==> src/design/bda_pkg.sv <==
// Shared constants, codes and control structs for the button debounce/autorepeat block.
package bda_pkg;

    localparam int NUM_BUTTONS  = 9;
    localparam int MAX_REPEATS  = 8;
    localparam int RESULT_LIMIT = 8;

    localparam int BTN_W   = 4;
    localparam int TIME_W  = 32;
    localparam int MS_W    = 16;
    localparam int IDX_W   = $clog2(NUM_BUTTONS);
    localparam int CNT_W   = $clog2(RESULT_LIMIT + 1);
    localparam int REP_W   = $clog2(MAX_REPEATS + 1);
    localparam int CFG_A_W = 3;

    // register indexes
    localparam logic [CFG_A_W-1:0] REG_DEBOUNCE = 3'd0;
    localparam logic [CFG_A_W-1:0] REG_HOLD     = 3'd1;
    localparam logic [CFG_A_W-1:0] REG_PERIOD   = 3'd2;
    localparam logic [CFG_A_W-1:0] REG_RST_HOLD = 3'd3;
    localparam logic [CFG_A_W-1:0] REG_MASK     = 3'd4;

    localparam logic [MS_W-1:0]        RST_DEBOUNCE = 16'd20;
    localparam logic [MS_W-1:0]        RST_HOLD     = 16'd400;
    localparam logic [MS_W-1:0]        RST_PERIOD   = 16'd100;
    localparam logic [MS_W-1:0]        RST_RST_HOLD = 16'd3000;
    localparam logic [NUM_BUTTONS-1:0] RST_MASK     = 9'd255;

    typedef enum logic [1:0] {
        KIND_PRESS   = 2'd0,
        KIND_RELEASE = 2'd1,
        KIND_REPEAT  = 2'd2,
        KIND_RESET   = 2'd3
    } t_kind;

    typedef struct packed {
        logic load;   // capture polled word
        logic deb;    // debounce step
        logic rep;    // emit one repeat
        logic rst;    // reset-button check
        logic fin;    // flush staged event as last
    } t_cmd;

    typedef struct packed {
        logic bad_idx;
        logic deb_ev;
        logic rep_due;
        logic rst_ev;
        logic can_gen;
        logic pend_valid;
        logic out_free;
    } t_sts;

endpackage

==> src/design/bda_ctrl.sv <==
// Sequencer for one poll word: debounce, repeat loop, reset check, flush.
module bda_ctrl (
    input  logic          i_clk,
    input  logic          i_rst_n,
    input  logic          i_in_valid,
    output logic          o_in_ready,
    input  bda_pkg::t_sts i_sts,
    output bda_pkg::t_cmd o_cmd
);
    import bda_pkg::*;

    typedef enum logic [4:0] {
        S_IDLE = 5'b00001,
        S_DEB  = 5'b00010,
        S_REP  = 5'b00100,
        S_RST  = 5'b01000,
        S_FIN  = 5'b10000
    } t_state;

    t_state r_state, n_state;

    always_ff @(posedge i_clk) begin
        if (!i_rst_n) begin
            r_state <= S_IDLE;
        end else begin
            r_state <= n_state;
        end
    end

    always_comb begin
        n_state = r_state;
        o_cmd   = '0;
        unique case (r_state)
            S_IDLE: begin
                if (i_in_valid) begin
                    o_cmd.load = 1'b1;
                    n_state    = S_DEB;
                end
            end
            S_DEB: begin
                if (i_sts.bad_idx) begin
                    n_state = S_IDLE;
                end else if (!i_sts.deb_ev || i_sts.can_gen) begin
                    o_cmd.deb = 1'b1;
                    n_state   = S_REP;
                end
            end
            S_REP: begin
                if (!i_sts.rep_due) begin
                    n_state = S_RST;
                end else if (i_sts.can_gen) begin
                    o_cmd.rep = 1'b1;
                end
            end
            S_RST: begin
                if (!i_sts.rst_ev || i_sts.can_gen) begin
                    o_cmd.rst = 1'b1;
                    n_state   = S_FIN;
                end
            end
            S_FIN: begin
                if (!i_sts.pend_valid || i_sts.out_free) begin
                    o_cmd.fin = 1'b1;
                    n_state   = S_IDLE;
                end
            end
            default: n_state = S_IDLE;
        endcase
    end

    assign o_in_ready = (r_state == S_IDLE);

endmodule

==> src/design/bda_dp.sv <==
// Datapath: config registers, per-button state, event staging and output register.
module bda_dp (
    input  logic                               i_clk,
    input  logic                               i_rst_n,
    input  logic                               i_cfg_valid,
    input  logic [bda_pkg::CFG_A_W-1:0]        i_cfg_index,
    input  logic [bda_pkg::MS_W-1:0]           i_cfg_data,
    input  logic [bda_pkg::BTN_W-1:0]          i_button_index,
    input  logic                               i_raw_level,
    input  logic [bda_pkg::TIME_W-1:0]         i_now_ms,
    input  bda_pkg::t_cmd                      i_cmd,
    output bda_pkg::t_sts                      o_sts,
    output logic                               o_out_valid,
    input  logic                               i_out_ready,
    output logic [bda_pkg::BTN_W-1:0]          o_event_button,
    output logic [1:0]                         o_event_kind,
    output logic [bda_pkg::TIME_W-1:0]         o_event_time_ms,
    output logic                               o_last
);
    import bda_pkg::*;

    localparam logic [CNT_W-1:0] LIMIT_C    = CNT_W'(RESULT_LIMIT);
    localparam logic [REP_W-1:0] MAX_REP_C  = REP_W'(MAX_REPEATS);
    localparam logic [BTN_W-1:0] LAST_BTN_C = BTN_W'(NUM_BUTTONS - 1);
    localparam logic [BTN_W-1:0] NUM_BTN_C  = BTN_W'(NUM_BUTTONS);

    // configuration
    logic [MS_W-1:0]        r_debounce, r_hold, r_period, r_rst_hold;
    logic [NUM_BUTTONS-1:0] r_mask;

    // per-button state
    logic              r_raw_seen [NUM_BUTTONS];
    logic              r_stable   [NUM_BUTTONS];
    logic [TIME_W-1:0] r_lct      [NUM_BUTTONS];
    logic [TIME_W-1:0] r_nrt      [NUM_BUTTONS];

    // reset button
    logic              r_hold_seen, r_fired;
    logic [TIME_W-1:0] r_hst;

    // current word
    logic [BTN_W-1:0]  r_b;
    logic              r_raw;
    logic [TIME_W-1:0] r_now;
    logic [CNT_W-1:0]  r_n;
    logic [REP_W-1:0]  r_reps;

    // staged event, held back until we know whether it is the last one
    logic  r_pend_valid;
    t_kind r_pend_kind;

    logic              r_out_valid;
    logic [BTN_W-1:0]  r_out_btn;
    t_kind             r_out_kind;
    logic [TIME_W-1:0] r_out_time;
    logic              r_out_last;

    logic [IDX_W-1:0]  idx;
    logic              cur_seen, cur_stable;
    logic [TIME_W-1:0] cur_lct, cur_nrt;
    logic              raw_chg;
    logic [TIME_W-1:0] lct_new, deb_dt, rep_dt, hold_dt;
    logic              out_free, push, gen;
    t_kind             gen_kind;

    assign idx        = r_b[IDX_W-1:0];
    assign cur_seen   = r_raw_seen[idx];
    assign cur_stable = r_stable[idx];
    assign cur_lct    = r_lct[idx];
    assign cur_nrt    = r_nrt[idx];

    assign raw_chg = (r_raw != cur_seen);
    assign lct_new = raw_chg ? r_now : cur_lct;
    assign deb_dt  = r_now - lct_new;
    assign rep_dt  = r_now - cur_nrt;
    assign hold_dt = r_now - r_hst;

    assign out_free = !r_out_valid || i_out_ready;

    always_comb begin
        o_sts            = '0;
        o_sts.bad_idx    = (r_b >= NUM_BTN_C);
        o_sts.deb_ev     = (deb_dt >= {{(TIME_W-MS_W){1'b0}}, r_debounce})
                           && (cur_stable != r_raw);
        // signed wrap-safe check: due when the difference is non-negative
        o_sts.rep_due    = r_mask[idx] && cur_stable && (r_reps < MAX_REP_C)
                           && (r_n < LIMIT_C) && !rep_dt[TIME_W-1];
        o_sts.rst_ev     = (r_b == LAST_BTN_C) && cur_stable && r_hold_seen && !r_fired
                           && (hold_dt >= {{(TIME_W-MS_W){1'b0}}, r_rst_hold})
                           && (r_n < LIMIT_C);
        o_sts.can_gen    = !r_pend_valid || out_free;
        o_sts.pend_valid = r_pend_valid;
        o_sts.out_free   = out_free;
    end

    always_comb begin
        gen      = 1'b0;
        gen_kind = KIND_REPEAT;
        priority if (i_cmd.deb && o_sts.deb_ev) begin
            gen      = 1'b1;
            gen_kind = r_raw ? KIND_PRESS : KIND_RELEASE;
        end else if (i_cmd.rep) begin
            gen      = 1'b1;
            gen_kind = KIND_REPEAT;
        end else if (i_cmd.rst && o_sts.rst_ev) begin
            gen      = 1'b1;
            gen_kind = KIND_RESET;
        end else begin
            gen = 1'b0;
        end
    end

    assign push = r_pend_valid && (gen || i_cmd.fin);

    // config port
    always_ff @(posedge i_clk) begin
        if (!i_rst_n) begin
            r_debounce <= RST_DEBOUNCE;
            r_hold     <= RST_HOLD;
            r_period   <= RST_PERIOD;
            r_rst_hold <= RST_RST_HOLD;
            r_mask     <= RST_MASK;
        end else if (i_cfg_valid) begin
            case (i_cfg_index)
                REG_DEBOUNCE: r_debounce <= i_cfg_data;
                REG_HOLD:     r_hold     <= i_cfg_data;
                REG_PERIOD:   r_period   <= i_cfg_data;
                REG_RST_HOLD: r_rst_hold <= i_cfg_data;
                REG_MASK:     r_mask     <= i_cfg_data[NUM_BUTTONS-1:0];
                default: ;
            endcase
        end
    end

    // word capture and counters
    always_ff @(posedge i_clk) begin
        if (i_cmd.load) begin
            r_b   <= i_button_index;
            r_raw <= i_raw_level;
            r_now <= i_now_ms;
        end
        if (!i_rst_n) begin
            r_n    <= '0;
            r_reps <= '0;
        end else if (i_cmd.load) begin
            r_n    <= '0;
            r_reps <= '0;
        end else begin
            if (gen) begin
                r_n <= r_n + CNT_W'(1);
            end
            if (i_cmd.rep) begin
                r_reps <= r_reps + REP_W'(1);
            end
        end
    end

    // per-button state
    always_ff @(posedge i_clk) begin
        if (!i_rst_n) begin
            for (int i = 0; i < NUM_BUTTONS; i++) begin
                r_raw_seen[i] <= 1'b0;
                r_stable[i]   <= 1'b0;
                r_lct[i]      <= '0;
                r_nrt[i]      <= '0;
            end
        end else if (i_cmd.deb) begin
            r_raw_seen[idx] <= r_raw;
            r_lct[idx]      <= lct_new;
            if (o_sts.deb_ev) begin
                r_stable[idx] <= r_raw;
                r_nrt[idx]    <= r_raw ? (r_now + {{(TIME_W-MS_W){1'b0}}, r_hold}) : '0;
            end
        end else if (i_cmd.rep) begin
            r_nrt[idx] <= cur_nrt + {{(TIME_W-MS_W){1'b0}}, r_period};
        end
    end

    // reset-button hold tracking
    always_ff @(posedge i_clk) begin
        if (!i_rst_n) begin
            r_hold_seen <= 1'b0;
            r_fired     <= 1'b0;
            r_hst       <= '0;
        end else if (i_cmd.rst && (r_b == LAST_BTN_C)) begin
            priority if (!cur_stable) begin
                r_hold_seen <= 1'b0;
                r_fired     <= 1'b0;
                r_hst       <= '0;
            end else if (!r_hold_seen) begin
                r_hold_seen <= 1'b1;
                r_fired     <= 1'b0;
                r_hst       <= r_now;
            end else if (o_sts.rst_ev) begin
                r_fired <= 1'b1;
            end
        end
    end

    // staging slot and output register
    always_ff @(posedge i_clk) begin
        if (!i_rst_n) begin
            r_pend_valid <= 1'b0;
            r_out_valid  <= 1'b0;
        end else begin
            if (gen) begin
                r_pend_valid <= 1'b1;
            end else if (i_cmd.fin) begin
                r_pend_valid <= 1'b0;
            end
            if (push) begin
                r_out_valid <= 1'b1;
            end else if (i_out_ready) begin
                r_out_valid <= 1'b0;
            end
        end
        if (gen) begin
            r_pend_kind <= gen_kind;
        end
        if (push) begin
            r_out_btn  <= r_b;
            r_out_kind <= r_pend_kind;
            r_out_time <= r_now;
            r_out_last <= i_cmd.fin;
        end
    end

    assign o_out_valid     = r_out_valid;
    assign o_event_button  = r_out_btn;
    assign o_event_kind    = r_out_kind;
    assign o_event_time_ms = r_out_time;
    assign o_last          = r_out_last;

endmodule

==> src/design/button_debounce_autorepeat_unit.sv <==
// After a word is accepted the sequencer steps through debounce, the repeat loop (one step
// per repeat, up to 8), the reset check and the flush, then returns to idle; the last
// event enters the output register as it returns. A new word is taken only in idle, so
// words do not overlap; a word with an out-of-range button index returns to idle from debounce.
// Events leave through an output register; a stalled output holds the sequencer.
// Synchronous active-low reset: all buttons released, times zero, registers at defaults.
// Top level: debounce and typematic repeat for nine buttons, reset button last.
module button_debounce_autorepeat_unit (
    input  logic                        i_clk,
    input  logic                        i_rst_n,
    input  logic                        i_cfg_valid,
    output logic                        o_cfg_ready,
    input  logic [bda_pkg::CFG_A_W-1:0] i_cfg_index,
    input  logic [bda_pkg::MS_W-1:0]    i_cfg_data,
    input  logic                        i_in_valid,
    output logic                        o_in_ready,
    input  logic [bda_pkg::BTN_W-1:0]   i_button_index,
    input  logic                        i_raw_level,
    input  logic [bda_pkg::TIME_W-1:0]  i_now_ms,
    output logic                        o_out_valid,
    input  logic                        i_out_ready,
    output logic [bda_pkg::BTN_W-1:0]   o_event_button,
    output logic [1:0]                  o_event_kind,
    output logic [bda_pkg::TIME_W-1:0]  o_event_time_ms,
    output logic                        o_last
);
    import bda_pkg::*;

    t_cmd cmd;
    t_sts sts;

    assign o_cfg_ready = 1'b1;

    bda_ctrl u_ctrl (
        .i_clk      (i_clk),
        .i_rst_n    (i_rst_n),
        .i_in_valid (i_in_valid),
        .o_in_ready (o_in_ready),
        .i_sts      (sts),
        .o_cmd      (cmd)
    );

    bda_dp u_dp (
        .i_clk           (i_clk),
        .i_rst_n         (i_rst_n),
        .i_cfg_valid     (i_cfg_valid),
        .i_cfg_index     (i_cfg_index),
        .i_cfg_data      (i_cfg_data),
        .i_button_index  (i_button_index),
        .i_raw_level     (i_raw_level),
        .i_now_ms        (i_now_ms),
        .i_cmd           (cmd),
        .o_sts           (sts),
        .o_out_valid     (o_out_valid),
        .i_out_ready     (i_out_ready),
        .o_event_button  (o_event_button),
        .o_event_kind    (o_event_kind),
        .o_event_time_ms (o_event_time_ms),
        .o_last          (o_last)
    );

endmodule
==> config.mk <==
export PLATFORM = sky130hd
export DESIGN_NAME = button_debounce_autorepeat_unit
export DESIGN_NICKNAME = d
export VERILOG_FILES = /design/src/design/bda_pkg.sv /design/src/design/bda_ctrl.sv /design/src/design/bda_dp.sv /design/src/design/button_debounce_autorepeat_unit.sv
export SDC_FILE = /design/constraint.sdc
export NUM_CORES = 2
export LEC_CHECK = 0
export BUFFER_PORTS_ARGS = -buffer_cell sky130_fd_sc_hd__buf_2
export CAP_MARGIN = 10
export CORE_MARGIN = 10
export CORE_UTILIZATION = 55
export DETAILED_ROUTE_END_ITERATION = 8
export PLACE_DENSITY = 0.68
export SYNTH_ARGS = -nofsm -noshare
export SYNTH_HDL_FRONTEND = slang
export SYNTH_SLANG_ARGS = --single-unit
==> constraint.sdc <==
create_clock -name i_clk -period 11.93 [get_ports i_clk]
set_input_delay 2.386 -clock i_clk [delete_from_list [all_inputs] [get_ports i_clk]]
set_output_delay 2.386 -clock i_clk [all_outputs]
set_load 0.005 [all_outputs]
### Yosys cells after proc, flatten, opt, wreduce, memory -nomap -nowiden

Memories as Yosys holds them, arrays and structs flattened. A register that Yosys moved wholly into a read port is not among the register bits.
Cells that the tools add are included.

* register bits: 200
* bits in writable memories: 594
* input bits: 61
* memories kept: 4

* $add $sub $neg: 7
* $lt $le $gt $ge: 6
* eq/ne operators: 19
* mux-type cells: 68
* bitwise logic cells: 2
* reduce and logical (&&, ||, !) cells: 41

Memory list
* u_dp.r_lct: depth 9, width 32, read ports 1, clocked after memory_dff 1, wr ports 9, RTL line bda_dp.sv:34 `logic [TIME_W-1:0] r_lct [NUM_BUTTONS];`
* u_dp.r_nrt: depth 9, width 32, read ports 1, clocked after memory_dff 1, wr ports 9, RTL line bda_dp.sv:35 `logic [TIME_W-1:0] r_nrt [NUM_BUTTONS];`
* u_dp.r_raw_seen: depth 9, width 1, read ports 1, clocked after memory_dff 1, wr ports 9, RTL line bda_dp.sv:32 `logic r_raw_seen [NUM_BUTTONS];`
* u_dp.r_stable: depth 9, width 1, read ports 1, clocked after memory_dff 1, wr ports 9, RTL line bda_dp.sv:33 `logic r_stable [NUM_BUTTONS];`

Operators with widths (number)
* two-way mux 32 bit: 7
* subtractor 32 bit: 3
* adder 32 x 16 -> 32 bit: 2
* greater-or-equal comparator 32 x 16 -> 1 bit: 2
* OR reduction 32 bit: 2
* two-way mux 1 bit: 43
* two-way mux 4 bit: 8
* two-way mux 5 bit: 6
* case mux 5 bit (5 select lines): 1
* logical AND 1 bit: 14
* AND reduction 2 bit: 7
* adder 4 x 1 -> 4 bit, second input constant: 2
* less-than comparator 4 bit, second input constant: 2
* equality test 3 x 2 -> 1 bit, second input constant: 2
* zero test 1 bit: 6
* inequality test 2 bit, second input constant: 3
* equality test 5 x 1 -> 1 bit, second input constant: 1
* equality test 5 x 2 -> 1 bit, second input constant: 1
* equality test 5 x 3 -> 1 bit, second input constant: 1
* equality test 5 x 4 -> 1 bit, second input constant: 1
* equality test 5 bit, second input constant: 1
* logical OR 1 bit: 5
* less-than comparator 4 x 5 -> 1 bit, second input constant: 1
* AND reduction 5 bit: 1
* other kinds (16): 21

### Logic depth before layout (Yosys ltp)

* word-level depth: 17
* gate-level depth with buffers: 40

### By module

From an unflattened synthesis, not the netlist that was laid out.

* cells, all modules: 4201
* area, all modules: 58642.5 µm²

By module, submodules not included
* bda_dp: times used 1, cells an instance 4154, area each 58253.4 µm²
* bda_ctrl: times used 1, cells an instance 45, area each 377.9 µm²
* button_debounce_autorepeat_unit: times used 1, cells an instance 2, area each 11.3 µm²

### Worst setup path before layout

No wires, ideal clock.

* kind: reg-to-reg
* start: register with a tool-made name
* end: memory u_dp.r_lct[3][0] (enable)
* arrival time: 10.283 ns
* required time: 11.541 ns
* path slack: 1.258 ns
* cell stages (with the launch flop): 37
* path buffers: 11
* cell sequence: dfxtp_1 buf_2 buf_2 buf_2 buf_2 buf_2 buf_2 buf_2 buf_2 clkbuf_1 mux4_2 mux4_2 a21oi_1 inv_1 ha_1 fa_1 mux2_2 a21boi_0 o21ai_0 a31oi_1 o21ai_0 xor2_1 ha_1 o2111ai_1 a31oi_1 a311oi_1 o221ai_1 a211oi_1 o311ai_0 a2111oi_0 nand4_1 nor4_4 o21ai_1 or3_1 clkbuf_1 buf_2 nand2_1

RTL lines (RTL line)
* end: declaration: bda_dp.sv:34

==> impl_results.md <==
- Run status: finished clean
- Detailed router's first-iteration violation count: 4,054
- Count of yosys warnings during synthesis: 0
- Setup crit end: u_dp.r_nrt[7][6]$_SDFFCE_PN0P_
- Sequential area share after synthesis: 62.65%
- Final period demand of the worst path: 10.20 ns
- Static power due to leakage: 25.19 nW
- Standard-cell row count: 119
- Most used flip-flop cell after synthesis: sky130_fd_sc_hd__edfxtp_1
- Worst supply voltage drop on vdd: 0.1611 mV
- Weighted congestion at the end of routability-driven global placement: 0.9943
- Clock sink count: 1,260
- Cell area after synthesis: 58,100 um^2
- Initial standard-cell utilization of the core: 55.27%
- Depth of the most critical reg-to-reg path: 32
- Net switching share of the total power: 29.32%
- R2R Path End: u_dp.r_nrt[7][6]$_SDFFCE_PN0P_
- Highest clock frequency the design can meet: 98.08 MHz
- Hold-fix buffers at CTS: 0
- Async S/R FF share, synth: 0%
- Root buffer cell: sky130_fd_sc_hd__clkbuf_16
- Count of TritonRoute iterations in the first routing pass: 5
- Antenna viol nets, final: 0
- Power density normalized to cell area: 185.0 nW/um^2
- Die Width: 345.0 um
- Worst slew margin: 13.68%
- Placement Cell Area: 62,200 um^2
- Total track usage: 25.06%
- Clock Power Share: 32.7%
- Clock transition at path regs: 0.06 ns
- Final cycle utilization of the critical path: 85.46%
- Final Slew Violations: 0
- Number of CTS-inserted buffers: 134
- Number of global-route vias before repair: 36,322
- Slew @ Worst Pin: 1.289 ns
- Worst min-delay path category: reg -> reg
- Total number of vias: 36,895
- Startpoint Class: flop
- Final hold slack: 0.4136 ns
- CP most frequent cell: sky130_fd_sc_hd__buf_4
- Top Ports: 103
- Xor and xnor fraction of the mapped netlist area: 1.579%
- Die Area: 119,000 um^2
- Layout area overhead: 14.34%
- Critical Path Slowest Stage Cell: sky130_fd_sc_hd__mux2i_1
- Number of endpoints failing setup at the final stage: 0
- Number of maximum-capacitance violations: 0
- Post-synthesis average cell area: 13.97 um^2
- Routed WL per cell: 24.11 um
- WL final: 150,300 um
- Number of hold violations in the final report: 0
- DR DRC count: 0
- Clock latency on the worst-skew pair: 0.77 ns
- Total global routing overflow: 0
- Number of antenna violations at the first check in global routing: 5
- Critical path data arrival time: 10.67 ns
- Delay contributed by the slowest stage of the critical path: 0.90 ns
- Area fraction in compound gates after synthesis: 6.045%
- Clock tree skew after final layout: 0.04966 ns
- Maximum number of pins on one net before global-route repair: 90
- Setup slack of the worst register-to-register path: 1.73 ns
- Sequential cell fraction of total power: 44.1%
- H-tree lvl count: 4
- Library cells used by synthesis: 80
- Share of power burned in combinational logic: 23.2%
- Clock tree from TritonCTS: yes
- Simple-gate portion of the synthesized area: 9.549%
- Setup TNS: 0 ns
- Net Switching: 3.603 mW
- Setup repair after global routing missed its margin: no
- Combinational family with the most area after synthesis: multiplexers
- Layout Nets: 4,959
- Utilization after layout: 63.19%
- Vertical extent of the die: 345.0 um
- Longest Clk Path Bufs: 3
- Adder and majority cell fraction of the synthesized area: 3.515%
- Final design instance area without fill: 66,430 um^2
- Count of buffers added by post-CTS timing repair for setup: 0
- Vias per Instance: 5.918
- Quantity of I/O buffers inserted on ports: 101
- Number of synthesized register bits: 1,260
- Kind of critical path: reg -> reg
- Core box area: 105,100 um^2
- Fraction of layout cells with a size suffix above 1: 16.61%
- Multiplexer share of the synthesized area: 13.69%
- Int Power: 8.688 mW
- CP endpoint kind: flop
- Number of enable flip-flop cells after synthesis: 1,116
- Cell count after synthesis: 4,158
- Number of gates given a new drive strength after cts: 0
- First-pass GRT wire length: 227,700 um
- Detailed Place HPWL: 100,500 um
- Worst endpoint required time: 12.40 ns
- Critical path fanouts, max: 42
[sequential cells by signal, indices dropped and copies added, names as in the netlist, 2 cells and up, named ones only]
register / flops
u_dp.o_event_kind: 2
u_dp.r_now: 32
u_dp.r_nrt: 512
u_dp.r_lct: 512
u_dp.r_n: 4
u_ctrl.r_state: 5
u_dp.r_rst_hold: 16
u_dp.r_raw_seen: 16
u_dp.r_pend_kind: 2
u_dp.r_period: 16
u_dp.r_hst: 32
u_dp.idx: 4
u_dp.o_event_time_ms: 32
u_dp.r_stable: 16
u_dp.r_mask: 9
u_dp.r_reps: 4
u_dp.r_debounce: 16
u_dp.o_event_button: 4
u_dp.r_hold: 16
[critical path: cells and delay by family (launching register included)]
kind | cells | cell delay (ns)
buf+inv | 5 | 1.96
fa+ha+maj | 2 | 0.73
simple gates | 5 | 1.38
mux | 3 | 1.88
flops | 1 | 0.67
compound gates | 15 | 2.92
xor+xnor | 2 | 0.35
[cells in the mapped netlist (all sizes together) (19+ instances only)]
library cell  count  area share [%]
inv             194             1.3
nand4            27            0.29
clkbuf          180             1.2
dfxtp           144             5.0
o21ai            80            0.69
ha              156             3.4
nor2            632             4.1
a31oi            20            0.22
or3              30            0.32
edfxtp         1116              58
xnor2            72             1.1
a21oi           168             1.4
nand3            72            0.62
o211ai           35            0.45
buf              72            0.54
nand2           259             1.7
mux4            329              13
nand2b           25            0.27
a21o             79             1.0
o21bai           20            0.26
xor2             31            0.47
a22o             33            0.50
nor3            121             1.0
and3             19            0.20
mux2i            42            0.72
[through the flow]
stage,std cells,worst slack (ns),power (mW)
3_5_place_dp,5991,1.852,8.311
6_report,6234,1.734,12.29
2_1_floorplan,4619,1.258,7.390
3_3_place_gp,5991,2.076,8.272
4_1_cts,6229,1.831,12.32
5_1_grt,6231,1.069,12.79
[worst min-delay path by stage]
stage	startpoint	endpoint	depth (start not counted)
after floorplan	u_dp.r_pend_kind[0]$_DFFE_PP_	u_dp.o_event_kind[0]$_DFFE_PP_	0
after global placement	u_dp.r_pend_kind[1]$_DFFE_PP_	u_dp.o_event_kind[1]$_DFFE_PP_	0
after detailed placement	u_dp.r_pend_kind[1]$_DFFE_PP_	u_dp.o_event_kind[1]$_DFFE_PP_	0
after CTS	u_dp.r_pend_kind[0]$_DFFE_PP_	u_dp.o_event_kind[0]$_DFFE_PP_	0
after global routing	u_dp.r_pend_kind[1]$_DFFE_PP_	u_dp.o_event_kind[1]$_DFFE_PP_	0
final	u_dp.r_pend_kind[1]$_DFFE_PP_	u_dp.o_event_kind[1]$_DFFE_PP_	0
[cell type report]
class / count / area [um^2]
diodes: 3 / 7.507
clock buffers: 169 / 3611
clock inverters: 69 / 594.3
fillers: 7967 / 38690
inverters: 194 / 728.2
multi-input cells: 2913 / 21800
flip-flops and latches: 1260 / 36410
well taps: 1391 / 1740
repair buffers: 235 / 1536
[power by group through the flow]
stage	registers, mW	logic, mW	clock network (mW)
final	5.42	2.85	4.02
after global routing	5.45	3.09	4.25
after CTS	5.42	2.81	4.08
after detailed placement	5.51	2.80	0
after global placement	5.49	2.78	0
after floorplan	5.43	1.96	0
[cell families (layout without fill, tap and decap cells)]
logic type	count (synthesis)	count (layout)
compound gates	535	535
xor+xnor	103	103
fa+ha+maj	161	161
buf+inv	446	667
flops	1260	1260
mux	382	382
other cells	2	466
simple gates	1269	1269
[placed cells by master (no fill, tap or decap), types with 9 or more instances in the layout]
cell	instances
sky130_fd_sc_hd__edfxtp_1	1116
sky130_fd_sc_hd__nor2_1	632
sky130_fd_sc_hd__conb_1	463
sky130_fd_sc_hd__mux4_2	329
sky130_fd_sc_hd__nand2_1	254
sky130_fd_sc_hd__inv_1	193
sky130_fd_sc_hd__a21oi_1	167
sky130_fd_sc_hd__ha_1	156
sky130_fd_sc_hd__dfxtp_1	140
sky130_fd_sc_hd__clkbuf_16	139
sky130_fd_sc_hd__buf_4	132
sky130_fd_sc_hd__nor3_1	120
sky130_fd_sc_hd__buf_2	101
sky130_fd_sc_hd__a21o_1	79
sky130_fd_sc_hd__o21ai_0	77
sky130_fd_sc_hd__nand3_1	71
sky130_fd_sc_hd__xnor2_1	70
sky130_fd_sc_hd__mux2i_1	41
sky130_fd_sc_hd__o211ai_1	35
sky130_fd_sc_hd__a22o_1	33
sky130_fd_sc_hd__xor2_1	31
sky130_fd_sc_hd__or3_1	30
sky130_fd_sc_hd__clkbuf_1	28
sky130_fd_sc_hd__nand4_1	27
sky130_fd_sc_hd__clkinv_1	24
sky130_fd_sc_hd__nand2b_1	23
sky130_fd_sc_hd__o21bai_1	20
sky130_fd_sc_hd__and3_1	19
sky130_fd_sc_hd__a31oi_1	19
sky130_fd_sc_hd__nor2b_1	17
sky130_fd_sc_hd__clkinv_2	15
sky130_fd_sc_hd__o21a_1	14
sky130_fd_sc_hd__or2_2	12
sky130_fd_sc_hd__nand3b_1	11
sky130_fd_sc_hd__mux2_2	11
sky130_fd_sc_hd__a211oi_1	10
sky130_fd_sc_hd__nor4_1	10
sky130_fd_sc_hd__nor3b_1	9
[per-layer routing]
metal  up-vias  part of all wire [%]  global-route usage (%)
met4         2                   3.1                   8.352
met2      1829                    45                   37.55
li1      16389                     -                       -
met5         -                0.0086                       0
met3       270                    10                   6.094
met1     18405                    42                   35.85
No activity file was read; power rests on OpenSTA's default activity.
